<file path="src/ufc_pkg.sv">
// Package for the URL form codec: character constants, the job record passed
// from the front part to the back part, and the byte classification helpers.
// No dependencies.
`default_nettype none

package ufc_pkg;

  // Character codes
  localparam logic [7:0] CharPct   = 8'h25;
  localparam logic [7:0] CharPlus  = 8'h2B;
  localparam logic [7:0] CharSpace = 8'h20;
  localparam logic [7:0] CharTilde = 8'h7E;
  localparam logic [7:0] CharDash  = 8'h2D;
  localparam logic [7:0] CharUscore = 8'h5F;
  localparam logic [7:0] CharDot   = 8'h2E;
  localparam logic [7:0] CharZero  = 8'h30;
  localparam logic [7:0] CharLowA  = 8'h61;
  localparam logic [7:0] CharLowZ  = 8'h7A;
  localparam logic [7:0] CharUpA   = 8'h41;
  localparam logic [7:0] CharUpZ   = 8'h5A;
  localparam logic [7:0] CharNine  = 8'h39;
  localparam logic [7:0] HexBias   = 8'h57;  // 'a' - 10
  localparam logic [3:0] NibTen    = 4'd10;

  // Configuration port
  localparam int unsigned ApbAddrW = 3;
  localparam int unsigned ApbDataW = 32;
  localparam logic [0:0]  RegMode  = 1'b0;  // register index of mode

  localparam logic ModeEncode = 1'b0;
  localparam logic ModeDecode = 1'b1;

  // Default job queue depth
  localparam int unsigned QueueDepthDefault = 4;

  typedef enum logic [1:0] {
    PH_TEXT = 2'd0,
    PH_PCT  = 2'd1,
    PH_HELD = 2'd2
  } phase_e;

  typedef enum logic [1:0] {
    JOB_MARK = 2'd0,  // end-only marker, no byte
    JOB_ONE  = 2'd1,  // one byte as given
    JOB_ESC  = 2'd2   // '%' and two hex digits of the byte
  } job_kind_e;

  typedef struct packed {
    job_kind_e   kind;
    logic [7:0]  data;
    logic        last;
  } job_t;

  function automatic logic is_digit(input logic [7:0] b);
    return (b >= CharZero) && (b <= CharNine);
  endfunction

  function automatic logic is_upper(input logic [7:0] b);
    return (b >= CharUpA) && (b <= CharUpZ);
  endfunction

  function automatic logic is_alpha(input logic [7:0] b);
    return ((b >= CharLowA) && (b <= CharLowZ)) || is_upper(b);
  endfunction

  // Letters, digits and - _ . ~ pass through the encoder unchanged
  function automatic logic is_unreserved(input logic [7:0] b);
    return is_alpha(b) || is_digit(b) || (b == CharDash) || (b == CharUscore) ||
           (b == CharDot) || (b == CharTilde);
  endfunction

  // Hex value of an escape character, modulo 256
  function automatic logic [7:0] nibble_of(input logic [7:0] b);
    logic [7:0] lower;
    lower = is_upper(b) ? (b + 8'd32) : b;
    return is_digit(b) ? (b - CharZero) : (lower - HexBias);
  endfunction

  // Lowercase hex digit of a nibble
  function automatic logic [7:0] hex_digit(input logic [3:0] n);
    return (n < NibTen) ? (CharZero + {4'b0, n}) : (HexBias + {4'b0, n});
  endfunction

endpackage

`default_nettype wire

</file>
<file path="src/url_form_codec_unit.sv">
// URL form codec, top level: configuration register, front part, job queue
// and back part. Depends on ufc_pkg, ufc_front, ufc_job_queue, ufc_back.
//
// Usage: string bytes enter through a queue-style port (push/full), one byte
// per item with is_last_i on the final byte. Converted bytes leave through a
// queue-style port (empty/pop); has_byte_o low marks an end-only result.
// Register mode (byte address 0) selects encoding (0) or decoding (1); a
// write clears the decode escape state and should only be made while idle.
// An accepted item is written into the job queue and then loaded into the
// back part's result stage. Throughput: one result byte per cycle while the
// receiver keeps popping, set by the back part's single output stage; an
// escaped byte in encode mode gives three result bytes, any other job one
// result. Inputs are taken every cycle while the job queue (QueueDepth
// entries) has room, also while a result waits to be popped.
// Reset: mode returns to encode, queue and result stage empty, escape state
// cleared. When the receiver stalls, the result holds and the queue fills
// until full is raised.
`default_nettype none

module url_form_codec_unit #(
  parameter int unsigned QueueDepth = ufc_pkg::QueueDepthDefault
) (
  input  wire logic                           clk_i,
  input  wire logic                           rst_ni,
  // configuration port
  input  wire logic                           psel,
  input  wire logic                           penable,
  input  wire logic                           pwrite,
  input  wire logic [ufc_pkg::ApbAddrW-1:0]   paddr,
  input  wire logic [ufc_pkg::ApbDataW-1:0]   pwdata,
  output logic      [ufc_pkg::ApbDataW-1:0]   prdata,
  output logic                                pready,
  // input items
  input  wire logic                           push,
  output logic                                full,
  input  wire logic [7:0]                     in_byte_i,
  input  wire logic                           is_last_i,
  // results
  output logic                                empty,
  input  wire logic                           pop,
  output logic [7:0]                          out_byte_o,
  output logic                                has_byte_o,
  output logic                                end_of_string_o
);
  import ufc_pkg::*;

  logic  mode_q;
  logic  mode_wr;
  logic  accept;
  logic  job_valid;
  job_t  job_in, job_out;
  logic  q_empty, q_pop;

  // Mode register
  assign pready  = 1'b1;
  assign mode_wr = psel && penable && pwrite && (paddr[ApbAddrW-1:2] == RegMode);
  assign prdata  = (paddr[ApbAddrW-1:2] == RegMode) ? {{(ApbDataW-1){1'b0}}, mode_q} : '0;

  always_ff @(posedge clk_i or negedge rst_ni) begin
    if (!rst_ni) begin
      mode_q <= ModeEncode;
    end else if (mode_wr) begin
      mode_q <= pwdata[0];
    end
  end

  assign accept = push && !full;

  ufc_front u_front (
    .clk_i       (clk_i),
    .rst_ni      (rst_ni),
    .mode_i      (mode_q),
    .clear_i     (mode_wr),
    .accept_i    (accept),
    .in_byte_i   (in_byte_i),
    .is_last_i   (is_last_i),
    .job_valid_o (job_valid),
    .job_o       (job_in)
  );

  ufc_job_queue #(
    .Depth (QueueDepth)
  ) u_queue (
    .clk_i   (clk_i),
    .rst_ni  (rst_ni),
    .push_i  (accept && job_valid),
    .data_i  (job_in),
    .pop_i   (q_pop),
    .data_o  (job_out),
    .full_o  (full),
    .empty_o (q_empty)
  );

  ufc_back u_back (
    .clk_i           (clk_i),
    .rst_ni          (rst_ni),
    .job_valid_i     (!q_empty),
    .job_i           (job_out),
    .job_pop_o       (q_pop),
    .pop_i           (pop),
    .empty_o         (empty),
    .out_byte_o      (out_byte_o),
    .has_byte_o      (has_byte_o),
    .end_of_string_o (end_of_string_o)
  );

endmodule

`default_nettype wire

</file>
<file path="src/ufc_front.sv">
// Front part of the URL form codec: accepts items, tracks the decode escape
// state and turns each item into at most one job. Depends on ufc_pkg.
`default_nettype none

module ufc_front (
  input  wire logic        clk_i,
  input  wire logic        rst_ni,
  input  wire logic        mode_i,
  input  wire logic        clear_i,
  input  wire logic        accept_i,
  input  wire logic [7:0]  in_byte_i,
  input  wire logic        is_last_i,
  output logic             job_valid_o,
  output ufc_pkg::job_t    job_o
);
  import ufc_pkg::*;

  phase_e     phase_q, phase_d;
  logic [3:0] held_nib_q, held_nib_d;
  logic [7:0] in_nib;

  // Hex value of the incoming byte
  assign in_nib = nibble_of(in_byte_i);

  // Classify the item into a job
  always_comb begin
    job_valid_o = 1'b0;
    job_o.kind  = JOB_ONE;
    job_o.data  = in_byte_i;
    job_o.last  = is_last_i;
    if (mode_i == ModeEncode) begin
      job_valid_o = 1'b1;
      if (is_unreserved(in_byte_i)) begin
        job_o.kind = JOB_ONE;
      end else if (in_byte_i == CharSpace) begin
        job_o.data = CharPlus;
      end else begin
        job_o.kind = JOB_ESC;
      end
    end else begin
      unique case (phase_q)
        PH_PCT: begin
          // escape cut short: drop the '%', treat the byte as plain text
          if (is_last_i) begin
            if (in_byte_i == CharPlus) begin
              job_valid_o = 1'b1;
              job_o.data  = CharSpace;
            end else if (in_byte_i != CharPct) begin
              job_valid_o = 1'b1;
            end
          end
        end
        PH_HELD: begin
          job_valid_o = 1'b1;
          job_o.data  = {held_nib_q, 4'b0} | in_nib;
        end
        default: begin
          if (in_byte_i == CharPlus) begin
            job_valid_o = 1'b1;
            job_o.data  = CharSpace;
          end else if (in_byte_i != CharPct) begin
            job_valid_o = 1'b1;
          end
        end
      endcase
    end
    // final item without a byte gives an end marker
    if (is_last_i && !job_valid_o) begin
      job_valid_o = 1'b1;
      job_o.kind  = JOB_MARK;
      job_o.data  = 8'h00;
    end
  end

  // Next escape phase
  always_comb begin
    phase_d    = phase_q;
    held_nib_d = held_nib_q;
    if (clear_i) begin
      phase_d    = PH_TEXT;
      held_nib_d = 4'h0;
    end else if (accept_i) begin
      if (mode_i == ModeDecode) begin
        unique case (phase_q)
          PH_PCT: begin
            phase_d    = PH_HELD;
            held_nib_d = in_nib[3:0];
          end
          PH_HELD: begin
            phase_d = PH_TEXT;
          end
          default: begin
            phase_d = (in_byte_i == CharPct) ? PH_PCT : PH_TEXT;
          end
        endcase
      end
      if (is_last_i) begin
        phase_d    = PH_TEXT;
        held_nib_d = 4'h0;
      end
    end
  end

  always_ff @(posedge clk_i or negedge rst_ni) begin
    if (!rst_ni) begin
      phase_q    <= PH_TEXT;
      held_nib_q <= 4'h0;
    end else begin
      phase_q    <= phase_d;
      held_nib_q <= held_nib_d;
    end
  end

endmodule

`default_nettype wire

</file>
<file path="src/ufc_job_queue.sv">
// Short job queue between the front and back parts of the URL form codec.
// Depends on ufc_pkg for the job record.
`default_nettype none

module ufc_job_queue #(
  parameter int unsigned Depth = ufc_pkg::QueueDepthDefault
) (
  input  wire logic          clk_i,
  input  wire logic          rst_ni,
  input  wire logic          push_i,
  input  wire ufc_pkg::job_t data_i,
  input  wire logic          pop_i,
  output ufc_pkg::job_t      data_o,
  output logic               full_o,
  output logic               empty_o
);
  import ufc_pkg::*;

  localparam int unsigned PtrW = (Depth > 1) ? $clog2(Depth) : 1;
  localparam int unsigned CntW = $clog2(Depth + 1);
  localparam logic [PtrW-1:0] LastPtr = PtrW'(Depth - 1);
  localparam logic [CntW-1:0] FullCnt = CntW'(Depth);

  job_t            slots_q [Depth];
  logic [PtrW-1:0] wr_ptr_q, rd_ptr_q;
  logic [CntW-1:0] count_q;
  logic            do_push, do_pop;

  assign full_o  = (count_q == FullCnt);
  assign empty_o = (count_q == '0);
  assign do_push = push_i && !full_o;
  assign do_pop  = pop_i && !empty_o;
  assign data_o  = slots_q[rd_ptr_q];

  // Store jobs
  always_ff @(posedge clk_i) begin
    if (do_push) begin
      slots_q[wr_ptr_q] <= data_i;
    end
  end

  // Advance pointers and fill count
  always_ff @(posedge clk_i or negedge rst_ni) begin
    if (!rst_ni) begin
      wr_ptr_q <= '0;
      rd_ptr_q <= '0;
      count_q  <= '0;
    end else begin
      if (do_push) begin
        wr_ptr_q <= (wr_ptr_q == LastPtr) ? '0 : wr_ptr_q + 1'b1;
      end
      if (do_pop) begin
        rd_ptr_q <= (rd_ptr_q == LastPtr) ? '0 : rd_ptr_q + 1'b1;
      end
      if (do_push && !do_pop) begin
        count_q <= count_q + 1'b1;
      end else if (do_pop && !do_push) begin
        count_q <= count_q - 1'b1;
      end
    end
  end

endmodule

`default_nettype wire

</file>
<file path="src/ufc_back.sv">
// Back part of the URL form codec: carries out jobs one byte per cycle
// when not stalled, into a registered result stage. Depends on ufc_pkg.
`default_nettype none

module ufc_back (
  input  wire logic          clk_i,
  input  wire logic          rst_ni,
  input  wire logic          job_valid_i,
  input  wire ufc_pkg::job_t job_i,
  output logic               job_pop_o,
  input  wire logic          pop_i,
  output logic               empty_o,
  output logic [7:0]         out_byte_o,
  output logic               has_byte_o,
  output logic               end_of_string_o
);
  import ufc_pkg::*;

  logic       out_valid_q;
  logic [7:0] byte_q, byte_d;
  logic       has_q, has_d;
  logic       end_q, end_d;
  logic [1:0] step_q;
  logic       final_step;
  logic       advance, load;

  assign advance   = !out_valid_q || pop_i;
  assign load      = advance && job_valid_i;
  assign job_pop_o = load && final_step;

  // Pick the byte for the current step of the job
  always_comb begin
    byte_d     = job_i.data;
    has_d      = 1'b1;
    final_step = 1'b1;
    unique case (job_i.kind)
      JOB_MARK: begin
        byte_d = 8'h00;
        has_d  = 1'b0;
      end
      JOB_ESC: begin
        final_step = (step_q == 2'd2);
        if (step_q == 2'd0) begin
          byte_d = CharPct;
        end else if (step_q == 2'd1) begin
          byte_d = hex_digit(job_i.data[7:4]);
        end else begin
          byte_d = hex_digit(job_i.data[3:0]);
        end
      end
      default: begin
        byte_d = job_i.data;
      end
    endcase
    end_d = job_i.last && final_step;
  end

  // Result stage payload
  always_ff @(posedge clk_i) begin
    if (load) begin
      byte_q <= byte_d;
      has_q  <= has_d;
      end_q  <= end_d;
    end
  end

  // Result stage valid and step counter
  always_ff @(posedge clk_i or negedge rst_ni) begin
    if (!rst_ni) begin
      out_valid_q <= 1'b0;
      step_q      <= 2'd0;
    end else begin
      if (advance) begin
        out_valid_q <= job_valid_i;
      end
      if (load) begin
        step_q <= final_step ? 2'd0 : step_q + 2'd1;
      end
    end
  end

  assign empty_o         = !out_valid_q;
  assign out_byte_o      = byte_q;
  assign has_byte_o      = has_q;
  assign end_of_string_o = end_q;

endmodule

`default_nettype wire

</file>
<file path="config.mk">
export PLATFORM = sky130hd
export DESIGN_NAME = url_form_codec_unit
export DESIGN_NICKNAME = d
export VERILOG_FILES = /design/src/ufc_pkg.sv /design/src/url_form_codec_unit.sv /design/src/ufc_front.sv /design/src/ufc_job_queue.sv /design/src/ufc_back.sv
export SDC_FILE = /design/constraint.sdc
export NUM_CORES = 1
export LEC_CHECK = 0
export BUFFER_PORTS_ARGS = -buffer_cell sky130_fd_sc_hd__buf_2
export CORE_ASPECT_RATIO = 0.6
export CORE_MARGIN = 5
export CORE_UTILIZATION = 30
export DETAILED_ROUTE_END_ITERATION = 7
export GPL_TIMING_DRIVEN = 0
export MAX_ROUTING_LAYER = met4
export SYNTH_ARGS = -nofsm -noshare
export SYNTH_HDL_FRONTEND = slang
export SYNTH_SLANG_ARGS = --single-unit
</file>
<file path="constraint.sdc">
create_clock -name clk_i -period 3.88 [get_ports clk_i]
set_input_delay 0.776 -clock clk_i [delete_from_list [all_inputs] [get_ports clk_i]]
set_output_delay 0.776 -clock clk_i [all_outputs]
set_load 0.02 [all_outputs]
</file>
=== Word level (Yosys, flattened, before mapping) ===
Memories as Yosys holds them, arrays and structs flattened.
Cells that the tools add are included.
W data, S select, Z words.

* Register bits: 27
* Memory bits (writable): 44
* Input port bits: 51
* Output and inout bits: 45
* Word-level logic and storage cells: 132
* Memories: 1

* Add/sub/neg operators: 12
* $lt $le $gt $ge: 8
* Eq/ne operators: 16
* Mux-type cells: 44
* Bitwise gates (word level): 2
* Reductions and logical operators: 38

{| class="wikitable"
|+ Memories
! name !! words !! width !! read ports !! clocked after Yosys merged registers in !! write ports !! line !! RTL
|-
| u_queue.slots_q || 4 || 11 || 1 || 0 || 1 || ufc_job_queue.sv:24 || <nowiki>job_t slots_q [Depth];</nowiki>
|}

{| class="wikitable"
|+ Operators with widths
! kind !! count
|-
| $mux W8 || 11
|-
| $eq A8 B6 Y1 const B || 5
|-
| $pmux W8 S2 || 2
|-
| $mux W2 || 10
|-
| $mux W4 || 5
|-
| $add A7 B4 Y8 const A || 2
|-
| $eq A8 B7 Y1 const B || 2
|-
| $ge A8 B7 Y1 const B || 2
|-
| $le A8 B7 Y1 const B || 2
|-
| $logic_and A1 B1 Y1 || 16
|-
| $add A6 B4 Y7 const A || 2
|-
| $mux W1 || 11
|-
| $eq A2 B2 Y1 const B || 5
|-
| $mux W10 || 1
|-
| $add A8 B6 Y8 const B || 1
|-
| $ge A8 B6 Y1 const B || 1
|-
| $le A8 B6 Y1 const B || 1
|-
| $lt A4 B4 Y1 const B || 2
|-
| $ne A8 B6 Y1 const B || 1
|-
| $or A8 B8 Y8 || 1
|-
| $sub A8 B6 Y8 const B || 1
|-
| $sub A8 B7 Y8 const B || 1
|-
| $logic_or A1 B1 Y1 || 7
|-
| $add A2 B1 Y2 const B || 3
|-
| 15 further kinds || 25
|}

=== Depth between registers and ports, before layout ===
Gate-level depths: netlist of run 1.

* Depth after elaboration: 15
* Depth in mapped cells: 13
* Gate-level depth less buffers: 12

=== Hierarchy ===
A second synthesis of run 1 with hierarchy kept.

* Cells, all modules: 396
* Area total of the unflattened synthesis: 4426.7 um2

{| class="wikitable"
|+ By module, submodules not included
! module !! times used !! cells an instance !! area each (um2) !! seq. area each (um2)
|-
| ufc_job_queue || 1 || 94 || 2028.2 || 1496.4
|-
| ufc_front || 1 || 179 || 1268.7 || 150.1
|-
| ufc_back || 1 || 82 || 803.3 || 375.4
|-
| url_form_codec_unit || 1 || 41 || 326.6 || 25.0
|}

=== Worst setup path after synthesis of run 1 ===
No wires, ideal clock.

* Path type: input port to flip-flop
* From: input port in_byte_i[4]
* To: register u_queue.count_q[2]
* Data arrival time: 3.135 ns
* Required time: 3.801 ns
* Setup slack: 0.666 ns
* Stages: 13
* Cell sequence: buf_2 -> inv_1 -> ha_1 -> nor3b_1 -> and4_1 -> nand2b_1 -> a21oi_1 -> ha_1 -> inv_1 -> fa_1 -> xor2_1 -> nor2_1 -> xor2_1

* Longest elaborated chain between the ends: 14
* Elaborated cells on any way between the ends: 17
* Those cells by class: eq/ne (2); mux (7); reduce/logical (8)

{| class="wikitable"
|+ RTL lines
! item !! line !! RTL
|-
| start: declaration || url_form_codec_unit.sv:36 || <nowiki>input wire logic [7:0] in_byte_i,</nowiki>
|-
| $ne A8 B6 Y1 || ufc_front.sv:48, ufc_front.sv:61 ||
|-
| $mux W1 || ufc_front.sv:48, ufc_front.sv:61 ||
|-
| $mux W1 * || ufc_front.sv:58 || <nowiki>if (in_byte_i == CharPlus) begin</nowiki>
|-
| $mux W1 || ufc_front.sv:44 || <nowiki>if (is_last_i) begin</nowiki>
|-
| $pmux W1 S2 * || ufc_front.sv:41 || <nowiki>unique case (phase_q)</nowiki>
|-
| $mux W1 * || ufc_front.sv:31 || <nowiki>if (mode_i == ModeEncode) begin</nowiki>
|-
| $logic_not A1 Y1 || ufc_front.sv:68 || <nowiki>if (is_last_i && !job_valid_o) begin</nowiki>
|-
| $logic_and A1 B1 Y1 || ufc_front.sv:68 ||
|-
| $mux W1 * || ufc_front.sv:68 ||
|-
| $logic_and A1 B1 Y1 * || url_form_codec_unit.sv:86 || <nowiki>.push_i (accept && job_valid),</nowiki>
|-
| $logic_and A1 B1 Y1 * || ufc_job_queue.sv:31 || <nowiki>assign do_push = push_i && !full_o;</nowiki>
|-
| via u_queue.do_push || ufc_job_queue.sv:27 || <nowiki>logic do_push, do_pop;</nowiki>
|-
| $logic_not A1 Y1 || ufc_job_queue.sv:57 || <nowiki>end else if (do_pop && !do_push) begin</nowiki>
|-
| $logic_and A1 B1 Y1 || ufc_job_queue.sv:57 ||
|-
| $reduce_bool A2 Y1 (no line) || - ||
|-
| end signal: assignment || ufc_job_queue.sv:56 || <nowiki>count_q <= count_q + 1'b1;</nowiki>
|-
| end signal: assignment || ufc_job_queue.sv:58 || <nowiki>count_q <= count_q - 1'b1;</nowiki>
|-
| end: declaration || ufc_job_queue.sv:26 || <nowiki>logic [CntW-1:0] count_q;</nowiki>
|}

Mark *: on every way through the listed nets, which the timed path passes. The rest lies on a longest branch.
A chain may end at the register's enable or synchronous reset.

=== Worst setup path in the final report of run 1 ===
* From: input port in_byte_i[1]
* To: register u_queue.count_q[2]

Same word-level chain as after synthesis.

==> results of run 1 <==
-- stage by stage --
step | power (mW) | hold slack [ns] | worst slack (ns) | cells | TNS, ns
after floorplan | 2.17 | 0.451 | 0.666 | 427 | 0
after global placement | 2.47 | 0.472 | 0.0556 | 654 | 0
after detailed placement | 2.54 | 0.488 | -0.0276 | 654 | -0.110
after CTS | 3.41 | 0.401 | 0.321 | 670 | 0
after global routing | 3.60 | 0.421 | 0.0921 | 670 | 0
final | 3.38 | 0.392 | 0.410 | 670 | 0
-- metal layers --
metal	vias up	GRT usage	part of all wire
li1	1528	-	-
met1	1528	0.178	0.51
met2	106	0.165	0.42
met3	8	0.0425	0.073
met4	0	0.0239	0.0058
met5	-	-	0
-- flip-flops by register name (all words and copies together) (netlist names) --
name / count
u_queue.slots_q: 44
u_back.out_byte_o: 8
u_front.held_nib_q: 4
u_queue.count_q: 3
u_back.step_q: 2
u_front.phase_q: 2
u_queue.rd_ptr_q: 2
u_queue.wr_ptr_q: 2
mode_q: 1
u_back.end_of_string_o: 1
u_back.has_byte_o: 1
u_back.out_valid_q: 1
-- what timing repair did --
item,4_1_cts,5_1_grt
buffers inserted,0,0
resized for setup,0,1
endpoints found under the setup margin,0,4
-- area by class of cell --
cell class | instances | area share
Sequential cell | 71 | 0.391
Clock inverter | 7 | 0.0167
Timing Repair Buffer | 29 | 0.0277
Tap cell | 198 | 0.0473
Clock buffer | 9 | 0.0430
Buffer | 47 | 0.0618
Multi-Input combinational cell | 283 | 0.394
Inverter | 26 | 0.0186
-- critical path, stage by stage --
cell	delay [ns]
buf_2	0.11
clkbuf_1	0.42
inv_1	0.13
ha_1	0.26
and4_1	0.24
nand2b_1	0.15
a21oi_1	0.45
ha_1	0.29
inv_1	0.07
fa_1	0.38
xor2_1	0.17
nor2_1	0.12
xor2_1	0.16
-- worst min-delay path by stage --
| stage | start | endpoint | slack (ns) | depth (start not counted) |
|---|---|---|---|---|
| finish | rst_ni | mode_q | 0.39 | 1 |
| global route | rst_ni | mode_q | 0.42 | 1 |
| CTS | rst_ni | u_front.phase_q[0] | 0.40 | 1 |
| detailed placement | u_queue.count_q[2] | u_queue.count_q[2] | 0.49 | 1 |
| global placement | u_front.held_nib_q[0] | u_front.held_nib_q[0] | 0.47 | 2 |
| floorplan | u_front.held_nib_q[0] | u_front.held_nib_q[0] | 0.45 | 2 |
-- power by group --
part	total, mW	internal, mW	leakage [nW]	switching (mW)
Combinational	1.34	0.538	1.29	0.798
Clock	0.865	0.556	0.147	0.308
Sequential	1.17	1.08	0.713	0.0939
Total	3.38	2.17	2.15	1.20
-- synthesized netlist by cell type (3+ instances only) --
master     n  area, um^2
nor3b_1    4        30.0
ha_1      25         313
a31oi_1    4        25.0
a211oi_1   4        30.0
nand3_1   10        50.1
dfrtp_1   17         425
inv_1     26        97.6
and2_1     6        37.5
mux4_1     9         236
nor3_1     3        15.0
o21ai_0   26         130
buf_4     33         248
xor2_1     5        43.8
mux2_2     4        45.0
nand4_1    4        25.0
buf_2      4        20.0
or2_2      3        18.8
nand2b_1   4        25.0
edfxtp_1  54        1620
o31ai_1    4        30.0
nand2_1   28         105
a21oi_1   20         100
nand3b_1   3        22.5
or3_1      6        37.5
nor2b_1    5        31.3
nor2_1    23        86.3
mux2i_1    3        30.0
nand4b_1   4        35.0
clkbuf_1   7        26.3
xnor2_1    5        43.8
-- cells by family after synthesis --
family | after synthesis | share of synthesized area
compound gates | 86 | 0.127
xor+xnor | 10 | 0.0198
mux | 18 | 0.0807
flops | 71 | 0.463
simple gates | 111 | 0.137
fa+ha+maj | 26 | 0.0754
other cells | 2 | 0.00170
buf+inv | 73 | 0.0955
==> metrics.yaml, run 1 <==
crit_path_start_kind: "input pin"
vias: 3170
diodes: 0
start_util: 0.305
final_cell_mix: "edfxtp_1 (54), buf_2 (33), buf_4 (33), conb_1 (32), nand2_1 (28)"
cp_max_fo: 10
grt_overflow_total: 0
cts.sinks: 71
synthDistinctLibCells: 62
syn_area_um2: 4420
nNetsFinal: 544
first_pass_iters: 5
first_iter_violations: 195
die_width_um: 167
hold_buffers: 0
period_needed_ns: 3.47
r2r_end: "u_queue.count_q[1]"
antenna_found_initial: 0
worstMarginPinSlew_ns: 1.27
place_hpwl_mm: 7.86
final_common_cell: "edfxtp_1"
power.density_nw_per_um2: 644
grt_pass1_wl_mm: 16.5
cp.arrival_ns: 3.73
cts.htree.levels: 3
relSlewSlack: 0.156
vias_per_cell: 4.73
synthCells: 397
die_h_um: 104
endpoint_kind: "flop"
rsz0062_at_grt: "false"
rows: 34
ys_ff_latch: 71
route.detailed.drc: 0
crit_path_end: "u_queue.count_q[2]"
fmax_ghz: 0.288
maxSlewViolCount: 0
portBuffers: 29
yosysSeqAreaShare: 0.463
reg2reg_slack_ns: 0.85
multiInputGateArea_um2: 2070
syn_area_per_cell_um2: 11.1
clock_path_buffers: 2
stdcell_area_um2: 5240
setup_viol: 0
ant_nets: 0
dieArea_um2: 17300
fin_worst_skew_ns: 0.0137
fin_crit_sh: 0.894
startpoint: "in_byte_i[1]"
yosysWarnings: 0
synth_ff_type: "edfxtp_1"
dpl_cell_area_um2: 4920
crit_required_ns: 4.14
worstSetupPathType: "in2reg"
cts_tree: "yes"
area_growth_pct: 18.7
grt_use_total: 0.123
p_leak_nw: 2.15
io-pin-count: 96
clkTransAtPathRegs_ns: 0.05
core-area_um2: 14500
final_layout_size_suffix_gt1_frac: 0.212
fillerInstances: 1440
vdd_drop_max_uv: 261
grt_max_degree: 18
grt_pass1_vias: 3044
final_util: 0.362
hold_violations: 0
hp-class: "in2async"
worst_r2r_path_depth: 8
clock_latency_ns: 0.34
regArea_um2: 2050
finalWeightedCongestion: 0.931
r2r-start: "u_queue.count_q[0]"
async_reset_ff_frac: 0.239
maxCapViolCount: 0
cts_made_buffers: 9
synth_edf_count: 54
wire_per_inst_um: 15.2
status: "finished, final reports clean"
routed_wl_mm: 10.2
root_buffer: "clkbuf_16"
Power figures use the tool's default switching activity.
==> inputs of run 2 (changes only) <==
Settings changed: MAX_ROUTING_LAYER met4 to default.
==> run 2 against run 1 <==
Compared with the run above:
- cell count did not move
- hold slack improved by 0.0040 ns
- fmax rose by 0.69%
- sequential share of layout area rose by 0.41 points
==> metrics.yaml, run 2 (synthesis gave the netlist of run 1 again) <==
status: "finished, final reports clean"
clock_latency_ns: 0.33
worstSetupPathType: "in2reg"
cts_setup_buffers: 0
largest_reg_flops: 44
worst_r2r_path_depth: 8
holdWs_ns: 0.396
ant_nets: 0
die_h_um: 104
hp-class: "in2async"
regMostFlops: "u_queue.slots_q"
nNetsFinal: 544
maxCapViolCount: 0
crit_path_start_kind: "input pin"
p_leak_nw: 2.14
fin_crit_sh: 0.888
cts.htree.levels: 3
final_cell_mix: "edfxtp_1 (54), buf_2 (33), buf_4 (33), conb_1 (32), nand2_1 (28)"
core-area_um2: 14500
fmax_ghz: 0.290
fin_cells: 670
r2r_end: "u_queue.count_q[1]"
grt_max_degree: 18
reg2reg_slack_ns: 0.87
rows: 34
die_width_um: 167
dieArea_um2: 17300
start_util: 0.305
final_util: 0.359
setup_viol: 0
dp.cells: 654
layout_setup_ws_ns: 0.433
grt_pass1_vias: 3196
final_layout_size_suffix_gt1_frac: 0.212
clock_path_buffers: 2
grt_overflow_total: 0
clkTransAtPathRegs_ns: 0.06
rsz0062_at_grt: "false"
io-pin-count: 96
worstMarginPinSlew_ns: 1.26
hold_buffers: 0
vias_per_cell: 4.80
first_iter_violations: 244
antenna_found_initial: 0
place_hpwl_mm: 7.69
cts_made_buffers: 9
relSlewSlack: 0.159
finalWeightedCongestion: 0.902
endpoint_kind: "flop"
crit_required_ns: 4.13
cp.arrival_ns: 3.70
wire_per_inst_um: 15.1
routed_wl_mm: 10.1
first_pass_iters: 5
portBuffers: 29
period_needed_ns: 3.45
cts.sinks: 71
maxSlewViolCount: 0
vias: 3217
path_cells: "buf_2 -> clkbuf_1 -> inv_1 -> ha_1 -> and4_1 -> nand2b_1 -> a21oi_1 -> ha_1 -> inv_1 -> fa_1 -> xor2_1 -> nor2_1 -> xor2_1"
cp_slowest_cell: "a21oi_1"
cts_resized: 0
hold_violations: 0
startpoint: "in_byte_i[1]"
final_common_cell: "edfxtp_1"
place_ws_ns: -0.0193
area_growth_pct: 17.4
cp_max_fo: 10
fin_worst_skew_ns: 0.00719
root_buffer: "clkbuf_16"
grt_pass1_wl_mm: 16.7
route.detailed.drc: 0
vdd_drop_max_uv: 266
diodes: 0
grt_use_total: 0.120
r2r-start: "u_queue.count_q[0]"
cts_tree: "yes"
power.density_nw_per_um2: 623
max_stage_delay_ns: 0.43
[run 2: how the worst max path moves through the flow]
stage                       endpoint  slack (ns)
6_report          u_queue.count_q[2]        0.43
3_3_place_gp   u_queue.slots_q[1][9]        0.05
4_1_cts        u_queue.slots_q[0][9]        0.31
3_5_place_dp   u_queue.slots_q[0][9]       -0.02
5_1_grt           u_queue.count_q[2]        0.11
2_1_floorplan     u_queue.count_q[2]        0.67
[run 2: final cells by class]
cell class	instances	area, um^2
clock inverter	5	25.0
sequential	71	2050
inverter	26	97.6
multi-input combinational	283	2070
timing repair buffer	29	145
tap	198	248
clock buffer	11	233
fill	1450	9280
buffer	47	324
[run 2: metrics by stage]
step | instance area (um^2) | total power, mW | setup TNS [ns]
CTS | 5180 | 3.26 | 0
detailed placement | 4920 | 2.53 | -0.0770
finish | 5190 | 3.23 | 0
floorplan | 4530 | 2.17 | 0
global route | 5190 | 3.47 | 0
global placement | 4920 | 2.47 | 0
[run 2: layer usage]
layer	track usage	vias to the layer above	routed length [um]
met3	0.0460	5	818
met5	0	-	0
met1	0.175	1536	4960
met2	0.168	136	4270
li1	-	1540	-
met4	0.0228	0	38
[run 2: worst max-delay path: cells and delay by family]
family | cells | cell delay, ns
xor+xnor | 2 | 0.31
compound gates | 1 | 0.43
simple gates | 3 | 0.51
fa+ha+maj | 3 | 0.92
buf+inv | 4 | 0.74
[run 2: where the power goes]
group	internal [mW]	switching, mW	total [mW]
combinational	0.537	0.802	1.34
clock	0.427	0.296	0.723
sequential	1.08	0.0896	1.17
total	2.04	1.19	3.23
